### src/design/u2u_pkg.sv
// Shared types and constants for the UTF-8 to UCS-2 decoder.
// No dependencies; imported by every module of the block.
package u2u_pkg;

  localparam int unsigned ByteW   = 8;
  localparam int unsigned UnitW   = 16;
  localparam int unsigned StatusW = 2;
  localparam int unsigned CountW  = 16;

  localparam logic [StatusW-1:0] STATUS_OK        = 2'd0;
  localparam logic [StatusW-1:0] STATUS_BAD_SEQ   = 2'd1;
  localparam logic [StatusW-1:0] STATUS_NO_SPACE  = 2'd2;
  localparam logic [StatusW-1:0] STATUS_TRUNCATED = 2'd3;

  localparam logic [ByteW-1:0] BOM_BYTE0 = 8'hEF;
  localparam logic [ByteW-1:0] BOM_BYTE1 = 8'hBB;
  localparam logic [ByteW-1:0] BOM_BYTE2 = 8'hBF;

  localparam logic [1:0] POS_NONE   = 2'd0;
  localparam logic [1:0] POS_SECOND = 2'd1;
  localparam logic [1:0] POS_THIRD  = 2'd2;
  localparam logic [1:0] POS_LATER  = 2'd3;

  localparam int unsigned TdataInW  = 8;
  localparam int unsigned TdataOutW = 24;

  typedef struct packed {
    logic [ByteW-1:0] byte_value;
    logic             first_byte;
    logic             last_byte;
  } item_t;

  typedef struct packed {
    logic [1:0]         bytes_pending;
    logic [UnitW-1:0]   partial_value;
    logic [1:0]         byte_position;
    logic               mark_candidate;
    logic [CountW-1:0]  units_written;
    logic               failed;
    logic [StatusW-1:0] fail_code;
  } str_state_t;

  typedef struct packed {
    logic [UnitW-1:0]   code_unit;
    logic               unit_valid;
    logic [StatusW-1:0] status;
    logic               end_of_string;
  } result_t;

endpackage

### src/design/u2u_in_reg.sv
// Input register stage of the UTF-8 decoder: holds one accepted byte beat.
// Depends on u2u_pkg.
module u2u_in_reg (
  input  logic                  clk_i,
  input  logic                  rst_ni,
  input  logic                  s_axis_tvalid,
  output logic                  s_axis_tready,
  input  u2u_pkg::item_t        item_i,
  input  logic                  take_i,
  output logic                  valid_o,
  output u2u_pkg::item_t        item_o
);
  import u2u_pkg::*;

  logic  valid_q, valid_d;
  item_t item_q;
  logic  load;

  // Accept when empty or when the held beat leaves this cycle.
  assign s_axis_tready = !valid_q || take_i;
  assign load          = s_axis_tvalid && s_axis_tready;

  always_comb begin
    valid_d = valid_q;
    if (load) begin
      valid_d = 1'b1;
    end else if (take_i) begin
      valid_d = 1'b0;
    end
  end

  always_ff @(posedge clk_i or negedge rst_ni) begin
    if (!rst_ni) begin
      valid_q <= 1'b0;
    end else begin
      valid_q <= valid_d;
    end
  end

  always_ff @(posedge clk_i) begin
    if (load) begin
      item_q <= item_i;
    end
  end

  assign valid_o = valid_q;
  assign item_o  = item_q;

endmodule

### src/design/u2u_step.sv
// Combinational decode step: string state plus one byte gives next state and result.
// Depends on u2u_pkg.
module u2u_step (
  input  u2u_pkg::str_state_t     state_i,
  input  u2u_pkg::item_t          item_i,
  input  logic [15:0]             capacity_i,
  output u2u_pkg::str_state_t     state_o,
  output u2u_pkg::result_t        result_o,
  output logic                    emit_o
);
  import u2u_pkg::*;

  str_state_t       base;
  str_state_t       nxt;
  logic             fresh;
  logic             done;
  logic             valid;
  logic [UnitW-1:0] unit;
  logic [UnitW-1:0] shifted;
  logic [ByteW-1:0] b;
  logic [1:0]       pos;

  assign b = item_i.byte_value;

  always_comb begin
    base  = state_i;
    fresh = 1'b0;
    // Open a new string on a first mark or when none is open.
    if (item_i.first_byte || (state_i.byte_position == POS_NONE)) begin
      base = '0;
      if (capacity_i == '0) begin
        base.failed    = 1'b1;
        base.fail_code = STATUS_NO_SPACE;
        fresh          = 1'b1;
      end
    end
    pos     = base.byte_position;
    nxt     = base;
    done    = 1'b0;
    valid   = 1'b0;
    unit    = '0;
    shifted = {base.partial_value[UnitW-7:0], b[5:0]};

    if (!base.failed) begin
      if (base.bytes_pending == 2'd0) begin
        if (!b[7]) begin
          unit = {8'h00, b};
          done = 1'b1;
        end else if (!b[6]) begin
          nxt.failed    = 1'b1;
          nxt.fail_code = STATUS_BAD_SEQ;
          fresh         = 1'b1;
        end else if (b[5]) begin
          nxt.partial_value = {12'h000, b[3:0]};
          nxt.bytes_pending = 2'd2;
        end else begin
          nxt.partial_value = {11'h000, b[4:0]};
          nxt.bytes_pending = 2'd1;
        end
      end else begin
        if (b[7:6] != 2'b10) begin
          nxt.failed    = 1'b1;
          nxt.fail_code = STATUS_BAD_SEQ;
          fresh         = 1'b1;
        end else begin
          nxt.partial_value = shifted;
          nxt.bytes_pending = base.bytes_pending - 2'd1;
          if (base.bytes_pending == 2'd1) begin
            unit = shifted;
            done = 1'b1;
          end
        end
      end

      case (pos)
        POS_NONE:   nxt.mark_candidate = (b == BOM_BYTE0);
        POS_SECOND: nxt.mark_candidate = base.mark_candidate && (b == BOM_BYTE1);
        POS_THIRD:  nxt.mark_candidate = base.mark_candidate && (b == BOM_BYTE2);
        default:    nxt.mark_candidate = 1'b0;
      endcase

      // Drop a leading byte-order mark unless it is the whole string.
      if (done && (pos == POS_THIRD) && nxt.mark_candidate && !item_i.last_byte) begin
        done = 1'b0;
      end

      if (done) begin
        if (base.units_written >= capacity_i) begin
          nxt.failed    = 1'b1;
          nxt.fail_code = STATUS_NO_SPACE;
          fresh         = 1'b1;
        end else begin
          nxt.units_written = base.units_written + 16'd1;
          valid             = 1'b1;
        end
      end

      if (!nxt.failed && item_i.last_byte && (nxt.bytes_pending != 2'd0)) begin
        nxt.failed    = 1'b1;
        nxt.fail_code = STATUS_TRUNCATED;
        fresh         = 1'b1;
      end
    end

    if (pos != POS_LATER) begin
      nxt.byte_position = pos + 2'd1;
    end

    result_o.code_unit     = valid ? unit : '0;
    result_o.unit_valid    = valid;
    result_o.status        = nxt.failed ? nxt.fail_code : STATUS_OK;
    result_o.end_of_string = item_i.last_byte;
    emit_o                 = valid || fresh || item_i.last_byte;

    state_o = item_i.last_byte ? '0 : nxt;
  end

endmodule

### src/design/u2u_out_reg.sv
// Output register stage of the UTF-8 decoder: holds one result beat for the receiver.
// Depends on u2u_pkg.
module u2u_out_reg (
  input  logic                  clk_i,
  input  logic                  rst_ni,
  input  logic                  load_i,
  input  u2u_pkg::result_t      result_i,
  output logic                  ready_o,
  output logic                  m_axis_tvalid,
  input  logic                  m_axis_tready,
  output u2u_pkg::result_t      result_o
);
  import u2u_pkg::*;

  logic    valid_q, valid_d;
  result_t result_q;

  // Room when empty or when the held beat is taken this cycle.
  assign ready_o = !valid_q || m_axis_tready;

  always_comb begin
    valid_d = valid_q;
    if (load_i) begin
      valid_d = 1'b1;
    end else if (m_axis_tready) begin
      valid_d = 1'b0;
    end
  end

  always_ff @(posedge clk_i or negedge rst_ni) begin
    if (!rst_ni) begin
      valid_q <= 1'b0;
    end else begin
      valid_q <= valid_d;
    end
  end

  always_ff @(posedge clk_i) begin
    if (load_i) begin
      result_q <= result_i;
    end
  end

  assign m_axis_tvalid = valid_q;
  assign result_o      = result_q;

endmodule

### src/design/utf8_to_ucs2_decoder.sv
// Top level of the UTF-8 to UCS-2 decoder: input stage, decode step, string state,
// capacity register and output stage. Depends on u2u_pkg, u2u_in_reg, u2u_step, u2u_out_reg.
//
// Usage
//   Slave stream: one UTF-8 byte per beat in tdata[7:0]; tuser marks the first byte of a
//   string and tlast its final byte. A byte with no string open starts a new one.
//   Master stream: tdata carries the code unit and the sticky status, tuser says the
//   code unit is valid, tlast marks the result for a string's last byte. A byte yields a
//   result when it completes a unit, when it first raises an error, or when it is last;
//   other bytes are consumed silently.
//   Configuration: cfg_we_i writes cfg_wdata_i into unit_capacity at the clock edge;
//   write it only while the block is idle. Reset value is 65535.
//   Path: an accepted byte is held in the input register, decoded by the combinational
//   step, and its result loaded into the output register, visible on the master side.
//   Throughput: one byte per cycle unless the receiver stalls a result; the decode step is a
//   single short combinational pass between the input register and the output register.
//   Stall: when the receiver holds tready low with a result pending, a silent byte still
//   advances; a byte with a result waits in the input register, and the slave tready
//   drops once that register is full and cannot drain.
//   Reset: asynchronous, active low; clears both stages, all string state, and sets the
//   capacity to 65535.
module utf8_to_ucs2_decoder (
  input  logic                          clk_i,
  input  logic                          rst_ni,
  // Slave side
  input  logic                          s_axis_tvalid,
  output logic                          s_axis_tready,
  input  logic [u2u_pkg::TdataInW-1:0]  s_axis_tdata,   // [7:0] byte_value
  input  logic                          s_axis_tuser,   // first_byte
  input  logic                          s_axis_tlast,   // last_byte
  // Master side
  output logic                          m_axis_tvalid,
  input  logic                          m_axis_tready,
  output logic [u2u_pkg::TdataOutW-1:0] m_axis_tdata,   // [15:0] code_unit, [17:16] status
  output logic                          m_axis_tuser,   // unit_valid
  output logic                          m_axis_tlast,   // end_of_string
  // Configuration
  input  logic                          cfg_we_i,
  input  logic [15:0]                   cfg_wdata_i     // unit_capacity
);
  import u2u_pkg::*;

  item_t      in_item;
  item_t      held_item;
  logic       held_valid;
  logic       take;
  str_state_t state_q, state_d;
  str_state_t step_state;
  result_t    step_result;
  result_t    out_result;
  logic       emit;
  logic       out_ready;
  logic [15:0] capacity_q;

  assign in_item.byte_value = s_axis_tdata[ByteW-1:0];
  assign in_item.first_byte = s_axis_tuser;
  assign in_item.last_byte  = s_axis_tlast;

  u2u_in_reg u_in (
    .clk_i         (clk_i),
    .rst_ni        (rst_ni),
    .s_axis_tvalid (s_axis_tvalid),
    .s_axis_tready (s_axis_tready),
    .item_i        (in_item),
    .take_i        (take),
    .valid_o       (held_valid),
    .item_o        (held_item)
  );

  u2u_step u_step (
    .state_i    (state_q),
    .item_i     (held_item),
    .capacity_i (capacity_q),
    .state_o    (step_state),
    .result_o   (step_result),
    .emit_o     (emit)
  );

  // Retire the held byte unless its result has nowhere to go.
  assign take    = held_valid && (!emit || out_ready);
  assign state_d = take ? step_state : state_q;

  always_ff @(posedge clk_i or negedge rst_ni) begin
    if (!rst_ni) begin
      state_q <= '0;
    end else begin
      state_q <= state_d;
    end
  end

  always_ff @(posedge clk_i or negedge rst_ni) begin
    if (!rst_ni) begin
      capacity_q <= 16'hFFFF;
    end else if (cfg_we_i) begin
      capacity_q <= cfg_wdata_i;
    end
  end

  u2u_out_reg u_out (
    .clk_i         (clk_i),
    .rst_ni        (rst_ni),
    .load_i        (take && emit),
    .result_i      (step_result),
    .ready_o       (out_ready),
    .m_axis_tvalid (m_axis_tvalid),
    .m_axis_tready (m_axis_tready),
    .result_o      (out_result)
  );

  assign m_axis_tdata = {6'b000000, out_result.status, out_result.code_unit};
  assign m_axis_tuser = out_result.unit_valid;
  assign m_axis_tlast = out_result.end_of_string;

endmodule
### config.mk
export PLATFORM = sky130hd
export DESIGN_NAME = utf8_to_ucs2_decoder
export DESIGN_NICKNAME = d
export VERILOG_FILES = /design/src/design/u2u_pkg.sv /design/src/design/u2u_in_reg.sv /design/src/design/u2u_step.sv /design/src/design/u2u_out_reg.sv /design/src/design/utf8_to_ucs2_decoder.sv
export SDC_FILE = /design/constraint.sdc
export NUM_CORES = 1
export LEC_CHECK = 0
export ABC_AREA = 0
export BUFFER_PORTS_ARGS = -buffer_cell sky130_fd_sc_hd__buf_2
export CAP_MARGIN = 10
export CORE_MARGIN = 4
export CORE_UTILIZATION = 58
export CTS_CLUSTER_DIAMETER = 50
export DETAILED_ROUTE_END_ITERATION = 6
export GPL_ROUTABILITY_DRIVEN = 0
export PLACE_DENSITY = 0.8
export SLEW_MARGIN = 20
export SYNTH_ARGS = -nofsm -noshare
export SYNTH_HDL_FRONTEND = slang
export SYNTH_SLANG_ARGS = --single-unit
export TNS_END_PERCENT = 5
### constraint.sdc
create_clock -name clk_i -period 9.9 [get_ports clk_i]
set_clock_uncertainty 0.15 [all_clocks]
set_input_delay 1.98 -clock clk_i [delete_from_list [all_inputs] [get_ports clk_i]]
set_output_delay 1.98 -clock clk_i [all_outputs]
set_load 0.02 [all_outputs]
**Word level (Yosys, flattened, before mapping)**

Index checks and enable logic that the tools add are counted.

- Flip-flop bits (word level): 88
- Latch bits: 0
- RAM bits: 0
- ROM bits: 0
- Input port bits: 31
- Output and inout port bits: 28
- Logic and storage cells: 110
- Memories kept: 0

- Add/subtract/negate cells: 3
- $mul: 0
- Divide/modulo/power cells: 0
- $lt $le $gt $ge: 1
- Equal/unequal tests: 8
- Shifts and indexed selects: 0
- Mux-type cells: 51
- Bitwise gates (word level): 1
- Reduce and logical (&&, ||, !) cells: 29

Operators by type and width:

| kind | count |
|---|---|
| 2-to-1 mux 18 bit | 7 |
| 2-to-1 mux 40 bit | 2 |
| 2-to-1 mux 16 bit | 4 |
| 2-to-1 mux 19 bit | 2 |
| 2-to-1 mux 1 bit | 25 |
| == test 8 bit (second input constant) | 3 |
| 2-to-1 mux 3 bit | 7 |
| 2-to-1 mux 20 bit | 1 |
| adder 16 x 1 -> 16 bit (second input constant) | 1 |
| greater-or-equal comparator 16 bit | 1 |
| zero test 16 bit | 1 |
| logical AND 1 bit | 10 |
| 2-to-1 mux 7 bit | 1 |
| zero test 2 bit | 3 |
| logical OR 1 bit | 6 |
| nonzero test 2 bit | 3 |
| zero test 1 bit | 5 |
| == test 2 x 1 -> 1 bit (second input constant) | 2 |
| != test 2 bit (second input constant) | 2 |
| case mux 1 bit (3 select lines) | 1 |
| adder 2 x 1 -> 2 bit (second input constant) | 1 |
| == test 2 bit (second input constant) | 1 |
| 2-to-1 mux 2 bit | 1 |
| OR reduction 2 bit | 1 |
| other kinds (2) | 2 |

**Logic depth before layout (Yosys ltp)**

Gate-level depths: netlist of run 1.

- Word-level depth: 28
- Gate-level depth with buffers: 17
- Depth with buffers taken out: 13

**Hierarchy**

Synthesis of run 1 repeated with hierarchy kept, for this count alone.

- Cell total of the unflattened synthesis: 502
- Area, all modules: 5273.8 sq um

Modules (own cells, without submodules):

| module | instances | cells each | area each (sq um) | seq. area each (sq um) |
|---|---|---|---|---|
| utf8_to_ucs2_decoder | 1 | 129 | 2178.3 | 1421.4 |
| u2u_step | 1 | 336 | 2093.3 | 0.0 |
| u2u_out_reg | 1 | 23 | 648.1 | 625.6 |
| u2u_in_reg | 1 | 14 | 354.1 | 325.3 |

**Least setup slack after synthesis of run 1**

No wires, ideal clock.

- Path type: register to output
- From: reg u_in.item_q, in the netlist u_in.item_o[1]
- To: out s_axis_tready
- Data arrival time: 2.621 ns
- Required time: 7.770 ns
- Slack: 5.149 ns
- Cell stages (with the launch flop): 14
- Path buffers: 2
- Path through: edfxtp_1 -> o21ba_1 -> buf_6 -> and2_4 -> buf_6 -> inv_1 -> ha_1 -> and4_1 -> a31oi_1 -> o211ai_1 -> o31ai_4 -> o21ai_2 -> a211o_1 -> nand3_1

- Word-level cells in the longest chain between the ends: 25
- Elaborated cells on any way between the ends: 53

Ends and longest elaborated chain:

| what | line | RTL |
|---|---|---|
| from (decl) | u2u_in_reg.sv:16 | `item_t item_q;` |
| from (signal assigned) | u2u_in_reg.sv:42 | `item_q <= item_i;` |
| logical OR 1 bit (*) | u2u_step.sv:29 | `if (item_i.first_byte \|\| (state_i.byte_position == POS_NONE)) begin` |
| 2-to-1 mux 40 bit | u2u_step.sv:29 |  |
| == test 2 x 1 -> 1 bit | u2u_step.sv:68 | `if (base.bytes_pending == 2'd1) begin` |
| 2-to-1 mux 1 bit | u2u_step.sv:68 |  |
| 2-to-1 mux 1 bit | u2u_step.sv:61 | `if (b[7:6] != 2'b10) begin` |
| 2-to-1 mux 1 bit | u2u_step.sv:45 | `if (base.bytes_pending == 2'd0) begin` |
| 2-to-1 mux 1 bit | u2u_step.sv:44 | `if (!base.failed) begin` |
| logical AND 1 bit (3 in series) | u2u_step.sv:83 | `if (done && (pos == POS_THIRD) && nxt.mark_candidate && !item_i.last_byte) begin` |
| (+5 left out) | - |  |
| logical AND 1 bit (2 in series) | u2u_step.sv:98 | `if (!nxt.failed && item_i.last_byte && (nxt.bytes_pending != 2'd0)) begin` |
| 2-to-1 mux 1 bit | u2u_step.sv:98 |  |
| 2-to-1 mux 1 bit | u2u_step.sv:44 |  |
| logical OR 1 bit (*) (2 in series) | u2u_step.sv:113 | `emit_o = valid \|\| fresh \|\| item_i.last_byte;` |
| zero test 1 bit (*) | utf8_to_ucs2_decoder.sv:80 | `assign take = held_valid && (!emit \|\| out_ready);` |
| logical OR 1 bit (*) | utf8_to_ucs2_decoder.sv:80 |  |
| logical AND 1 bit (*) | utf8_to_ucs2_decoder.sv:80 |  |
| logical OR 1 bit (*) | u2u_in_reg.sv:20 | `assign s_axis_tready = !valid_q \|\| take_i;` |
| to (decl) | utf8_to_ucs2_decoder.sv:27 | `output logic s_axis_tready,` |

Every way passes the cells marked *; elsewhere a longest branch is shown, timed or not. The select of a mux whose other input is x is not followed.

**Worst setup path after layout of run 1**

Same ends and word-level chain as after synthesis.

==> results of run 1 <==
logic make-up (layout without fill, tap and decap cells):
kind of cell | after synthesis | after routing | synth area share (%)
buf+inv | 53 | 100 | 5.506
compound gates | 105 | 105 | 17.05
xor+xnor | 2 | 2 | 0.3875
simple gates | 180 | 180 | 20.45
mux | 2 | 2 | 0.4704
fa+ha+maj | 25 | 25 | 6.918
flops | 82 | 82 | 49.14
other cells | 1 | 6 | 0.08293
sequential cells by signal, indices dropped and copies added (netlist names):
| signal | count |
|---|---|
| capacity_q | 16 |
| state_q | 34 |
| u_in.item_o | 10 |
| u_in.valid_o | 1 |
| u_out.m_axis_tvalid | 1 |
| u_out.result_o | 20 |
path summary, 6_finish.rpt:
kind / startpoint / to / slack, ps / cells after the start
max: u_in.item_o[1] / s_axis_tready / 4260 / 13
min: state_q[2] / state_q[2] / 330 / 2
max reg2reg: u_in.item_o[1] / state_q[15] / 5490 / 13
min reg2reg: state_q[2] / state_q[2] / 330 / 2
max in group asynchronous: rst_ni / state_q[16] / 7590 / 2
min in group asynchronous: rst_ni / state_q[13] / 1580 / 2
routing by layer:
layer  GRT usage, %  up-vias  share of wire (%)
met5              0        -                  0
li1               -     1716                  -
met1          30.37     1736                 44
met3          4.300       18                7.0
met2          35.71      162                 48
met4          7.477        0                1.7
through the flow:
stage | util [%] | power [W]
after global routing | 67.62 | 0.0008363
final | 67.62 | 0.0008005
after global placement | 64.97 | 0.0005591
after floorplan | - | 0.0005203
after detailed placement | 64.97 | 0.0005655
after CTS | 67.62 | 0.0008027
Yosys cell counts (5+ instances only):
| library cell | count | area share [%] |
|---|---|---|
| o211ai_1 | 6 | 1.0 |
| dfstp_2 | 16 | 9.3 |
| dfrtp_1 | 36 | 20 |
| and3_1 | 5 | 0.69 |
| o21ai_0 | 30 | 3.3 |
| edfxtp_1 | 30 | 20 |
| a22o_1 | 6 | 1.2 |
| inv_1 | 27 | 2.2 |
| buf_4 | 6 | 1.0 |
| clkbuf_1 | 12 | 1.0 |
| a21oi_1 | 13 | 1.4 |
| and2_1 | 27 | 3.7 |
| ha_1 | 25 | 6.9 |
| nand4_1 | 7 | 0.97 |
| o31ai_1 | 10 | 1.7 |
| a32o_1 | 7 | 1.5 |
| nand2_1 | 55 | 4.6 |
| nand3_1 | 14 | 1.5 |
| nor4_1 | 11 | 1.5 |
| or4_1 | 6 | 1.0 |
| nand2b_1 | 10 | 1.4 |
| nor2_1 | 26 | 2.2 |
critical path: cells and delay by family, from the launching register on:
| kind | cells | cell delay (ps) |
|---|---|---|
| compound gates | 6 | 1360 |
| fa+ha+maj | 1 | 270 |
| buf+inv | 3 | 490 |
| flops | 1 | 420 |
| simple gates | 3 | 590 |
layout make-up:
type | count | area, um^2
Sequential cell | 82 | 2222
Multi-Input combinational cell | 320 | 2072
Fill cell | 578 | 2399
Timing Repair Buffer | 56 | 290.3
Clock buffer | 9 | 123.9
Tap cell | 99 | 123.9
Clock inverter | 7 | 72.57
Inverter | 28 | 105.1
power breakdown:
group	internal [W]	switching (W)	total, W
Sequential	0.000390	0.0000200	0.000410
Combinational	0.0000481	0.000102	0.000151
Clock	0.0000983	0.000142	0.000240
Total	0.000536	0.000264	0.000800
==> results.ini, run 1 <==
[worst_setup_path]
slowest_stage=edfxtp_1
startpoint_type=flip-flop
crit_path_max_incr_delay_ps=420
cp.arrival_ps=3510
criticalPathCategory=flip-flop to primary output
worstPathMaxFanout=28
worstPathRequired_ps=7770
critical_path.cell_chain=o21ba_1 -> buf_4 -> and2_4 -> inv_1 -> ha_1 -> and4_1 -> a31oi_1 -> o211ai_1 -> o31ai_4 -> o21ai_2 -> a211o_1 -> nand3_1 -> buf_2
end_kind=primary output

[clock_network]
clockBufferDepth=2
cts.sinks=82
htreeDepth=3
cts_resized=0
clock_latency_ps=370
cts_root_buffer=clkbuf_8
cts_tree=done
post_cts_buffers=0
cts.clk_slew.worst_paths_ps=90
ctsHoldBuffers=0
cts-buffers-inserted=9

[finish]
final_cells=601
syn2layout_area_growth_pct=10.79
final_common_cell=nand2_1
final_nets=553
layout-drive-gt1-share_pct=19.32
antennaDiodeCount=0
mostFrequentLayoutCells=nand2_1 (55), buf_2 (52), dfrtp_1 (36), o21ai_0 (30), edfxtp_1 (30)
design_area_mm2=0.005010

[place]
dp_hpwl_um=7082
dp.cells=585
placed_area_mm2=0.004813
io_buffer_count=52
dp_slack_ps=4735

[detailed_routing]
first_pass_iters=5
routed_via_density=6.043
drt-total-wl_um=9969
ant_nets=0
drc_errors=0
drt_iter0_drc=327
dr_total_vias=3632
detail_route.wl_per_cell_um=16.59

[die]
row_count=31
die-area_mm2=0.009273
dieWidth_um=96.30
start_util_pct=61.04
pin_count=59
core_area_mm2=0.007408
dieHeight_um=96.30

[pwr]
p_per_area_mw_per_mm2=159.8
ir_drop_uv=109.1
leakage_nw=2.179

[timing]
final_max_slew_viol_count=0
max_freq_mhz=177.4
min_period_over_period_pct=56.95
setup_violations=0
whs_ps=333.1
tns_ps=0
worst_slew_pin_slew_ps=1053
rsz0062_at_grt=false
hold_viol=0
relSlewSlack_pct=29.47
layout_setup_ws_ps=4262
post-route-min-period_ps=5638

[logic_synthesis]
ys.flop_type=dfrtp_1
syn_avg_cell_area_um2=10.05
synth_cell_types=60
yosys_warnings=0
netlist_area_mm2=0.004522
syn_inst=450
ys_seq_elements=82
synthArstFlopShare_pct=63.41
ys_seq_area_share_pct=49.14
synth_edf_count=30

[grt]
grt_overflow=0
grt_pass1_vias=3328
antenna_found_initial=0
track_usage_pct=22.25
grt_pass1_wl_um=15720
grt_max_degree=53

[status]
outcome=completed

[run]
max_cap_viol_count=0

[hold_path]
hold_class=flip-flop to flip-flop

Note: power is estimated with default switching activity, not from simulation.
==> run 2, diff against run 1 <==
Settings changed: ABC_AREA 0 to 1, PLACE_DENSITY 0.8 to 0.79.
Clock period 9.9 ns to 5.5 ns, I/O delays scaled along.
==> run 2 against run 1 <==
Register-to-register slack worse by 4300 ps. Utilization down 2.8 points. Synthesized area up 14%. Power up 140%. Setup slack worse by 3500 ps.
==> results.ini, run 2 <==
[pwr]
leakage_nw=2.852  ; +31%
p_per_area_mw_per_mm2=338.8  ; +110%
ir_drop_uv=218.3  ; +100%

[timing]
post-route-min-period_ps=4735
hold_viol=0  ; unchanged
layout_setup_ws_ps=765.1  ; -3497 ps
setup_violations=0  ; unchanged
min_period_over_period_pct=86.09
relSlewSlack_pct=39.49  ; +10 points
max_freq_mhz=211.2
worst_slew_pin_slew_ps=906.6  ; -146.5 ps
tns_ps=0  ; unchanged
rsz0062_at_grt=false
final_max_slew_viol_count=0  ; unchanged

[logic_synthesis]
netlist_top_cells_count=nand2_1 (227), nor2_1 (88), inv_1 (75)
synth_most_common_cell=nand2_1
synthArstFlopShare_pct=63.41  ; unchanged
synth_area_leader_cell=dfrtp_1
syn_inst=693  ; +54%
yosys_warnings=0  ; unchanged
netlist_area_mm2=0.005171  ; +14%
ys_seq_elements=82  ; unchanged
syn_avg_cell_area_um2=7.462  ; -26%
ys.flop_type=dfrtp_1
ys_seq_area_share_pct=42.97  ; -6.2 points
netlist.area_leader.share_pct=17.42  ; -2.5 points
yosys-top-cells-area=dfrtp_1 (17%), edfxtp_1 (17%), nand2_1 (16%)
synth_edf_count=30  ; unchanged
synth_cell_types=36  ; -40%

[finish]
final_common_cell=nand2_1
antennaDiodeCount=0  ; unchanged
largest_reg_flops=34  ; unchanged
regMostFlops=state_q
layout-drive-gt1-share_pct=14.82  ; -4.5 points
syn2layout_area_growth_pct=8.831
mostFrequentLayoutCells=nand2_1 (227), nor2_1 (88), inv_1 (75), nand3_1 (59), buf_2 (52)
final_util_pct=64.85  ; -2.8 points
fillers=803  ; +39%
final_cells=850  ; +41%
final_nets=793  ; +43%

[clock_network]
htreeDepth=3  ; unchanged
cts.sinks=82  ; unchanged
clock_latency_ps=370  ; about the same
cts_root_buffer=clkbuf_8
post_cts_buffers=0  ; unchanged
cts-buffers-inserted=9  ; unchanged
ctsHoldBuffers=0  ; unchanged
clockBufferDepth=2  ; unchanged
cts.clk_slew.worst_paths_ps=90  ; about the same
cts_resized=0  ; unchanged
cts_tree=done

[detailed_routing]
detail_route.wl_per_cell_um=14.54  ; -12%
drt_iter0_drc=384  ; +17%
ant_nets=0  ; unchanged
routed_via_density=5.505  ; -8.9%
drc_errors=0  ; unchanged
dr_total_vias=4679  ; +29%
first_pass_iters=5  ; unchanged
drt-total-wl_um=12360  ; +24%

[grt]
grt_pass1_wl_um=20180  ; +28%
grt_overflow=0  ; unchanged
antenna_found_initial=0  ; unchanged
track_usage_pct=24.42  ; +2.2 points
grt_max_degree=53  ; unchanged
grt_pass1_vias=4319  ; +30%

[place]
dp_slack_ps=1211  ; -3525 ps
io_buffer_count=52  ; unchanged
dp_hpwl_um=8903  ; +26%
dp.cells=834  ; +43%

[status]
outcome=completed

[die]
pin_count=59  ; unchanged
dieHeight_um=102.4  ; +6.4%
start_util_pct=59.59  ; -1.4 points
row_count=34  ; +9.7%
core_area_mm2=0.008678  ; +17%
dieWidth_um=102.4  ; +6.4%
die-area_mm2=0.01049  ; +13%

[worst_setup_path]
end_kind=primary output
criticalPathCategory=flip-flop to primary output
startpoint_type=flip-flop
cp.arrival_ps=3480  ; -30 ps
worstPathMaxFanout=16  ; -43%
worstPathRequired_ps=4250  ; -3520 ps

[run]
max_cap_viol_count=0  ; unchanged

[hold_path]
hold_class=flip-flop to flip-flop

-- run 2: per-layer routing --
layer | part of all wire (%) | vias to the layer above | wire length, um | track usage (%)
met5 | 0 | - | 0 | 0
met4 | 1.7 | 0 | 210 | 8.174
met3 | 6.9 | 26 | 847 | 5.666
met2 | 46 | 189 | 5718 | 37.79
met1 | 45 | 2165 | 5584 | 33.90
li1 | - | 2299 | - | -
-- run 2: final timing paths --
check	from	slack [ps]	depth (start not counted)	to
hold reg to reg	state_q[23]	330	2	state_q[23]
min in group asynchronous	rst_ni	710	2	state_q[13]
hold / removal	state_q[23]	330	2	state_q[23]
setup / recovery	u_in.item_o[1]	770	13	s_axis_tready
setup reg to reg	u_in.item_o[1]	1160	15	u_out.result_o[19]
max in group asynchronous	rst_ni	4040	2	state_q[1]
-- run 2: cells by family after synthesis --
group / Yosys count / share of synthesized area, %
and+or+nand+nor: 413 / 34.82
buffers and inverters: 109 / 9.073
DFF: 82 / 42.97
AOI/OAI and AO/OA: 61 / 6.678
adders and majority gates: 25 / 6.049
xor gates and xnor gates: 2 / 0.3388
other: 1 / 0.07252
-- run 2: report_power, final --
part	leakage (nW)	total, W	internal (W)	switching (W)
registers	0.950	0.000829	0.000771	0.0000579
logic	1.82	0.000669	0.000182	0.000486
clock network	0.0835	0.000409	0.000169	0.000241
-- run 2: layout make-up --
type                       instances  area [um^2]  share of cell area, %
clock buffer                      10        127.6                  2.268
inverter                          81        304.0                  5.402
sequential                        82         2222                  39.48
multi-input combinational        507         2499                  44.40
tap                              108        135.1                  2.401
clock inverter                     6        50.05                 0.8893
timing repair buffer              56        290.3                  5.158
-- run 2: critical path: stages, from the launching register on --
cell,delay [ps]
edfxtp_1,460
nor2_4,380
nand2_1,240
inv_1,140
ha_1,270
a21oi_1,150
o21ai_0,100
nor2_1,120
nand3_1,300
nor2_4,450
nor3_4,70
nand2_4,130
nand3_1,120
buf_2,190
-- run 2: through the flow --
| step | hold slack, ps | power [W] | area [um^2] |
|---|---|---|---|
| 2_1_floorplan | 291.9 | 0.001336 | 5190 |
| 3_3_place_gp | 305.6 | 0.001479 | 5450 |
| 3_5_place_dp | 308.9 | 0.001502 | 5450 |
| 4_1_cts | 331.3 | 0.001911 | 5628 |
| 5_1_grt | 360.5 | 0.002030 | 5628 |
| 6_report | 331.5 | 0.001907 | 5628 |
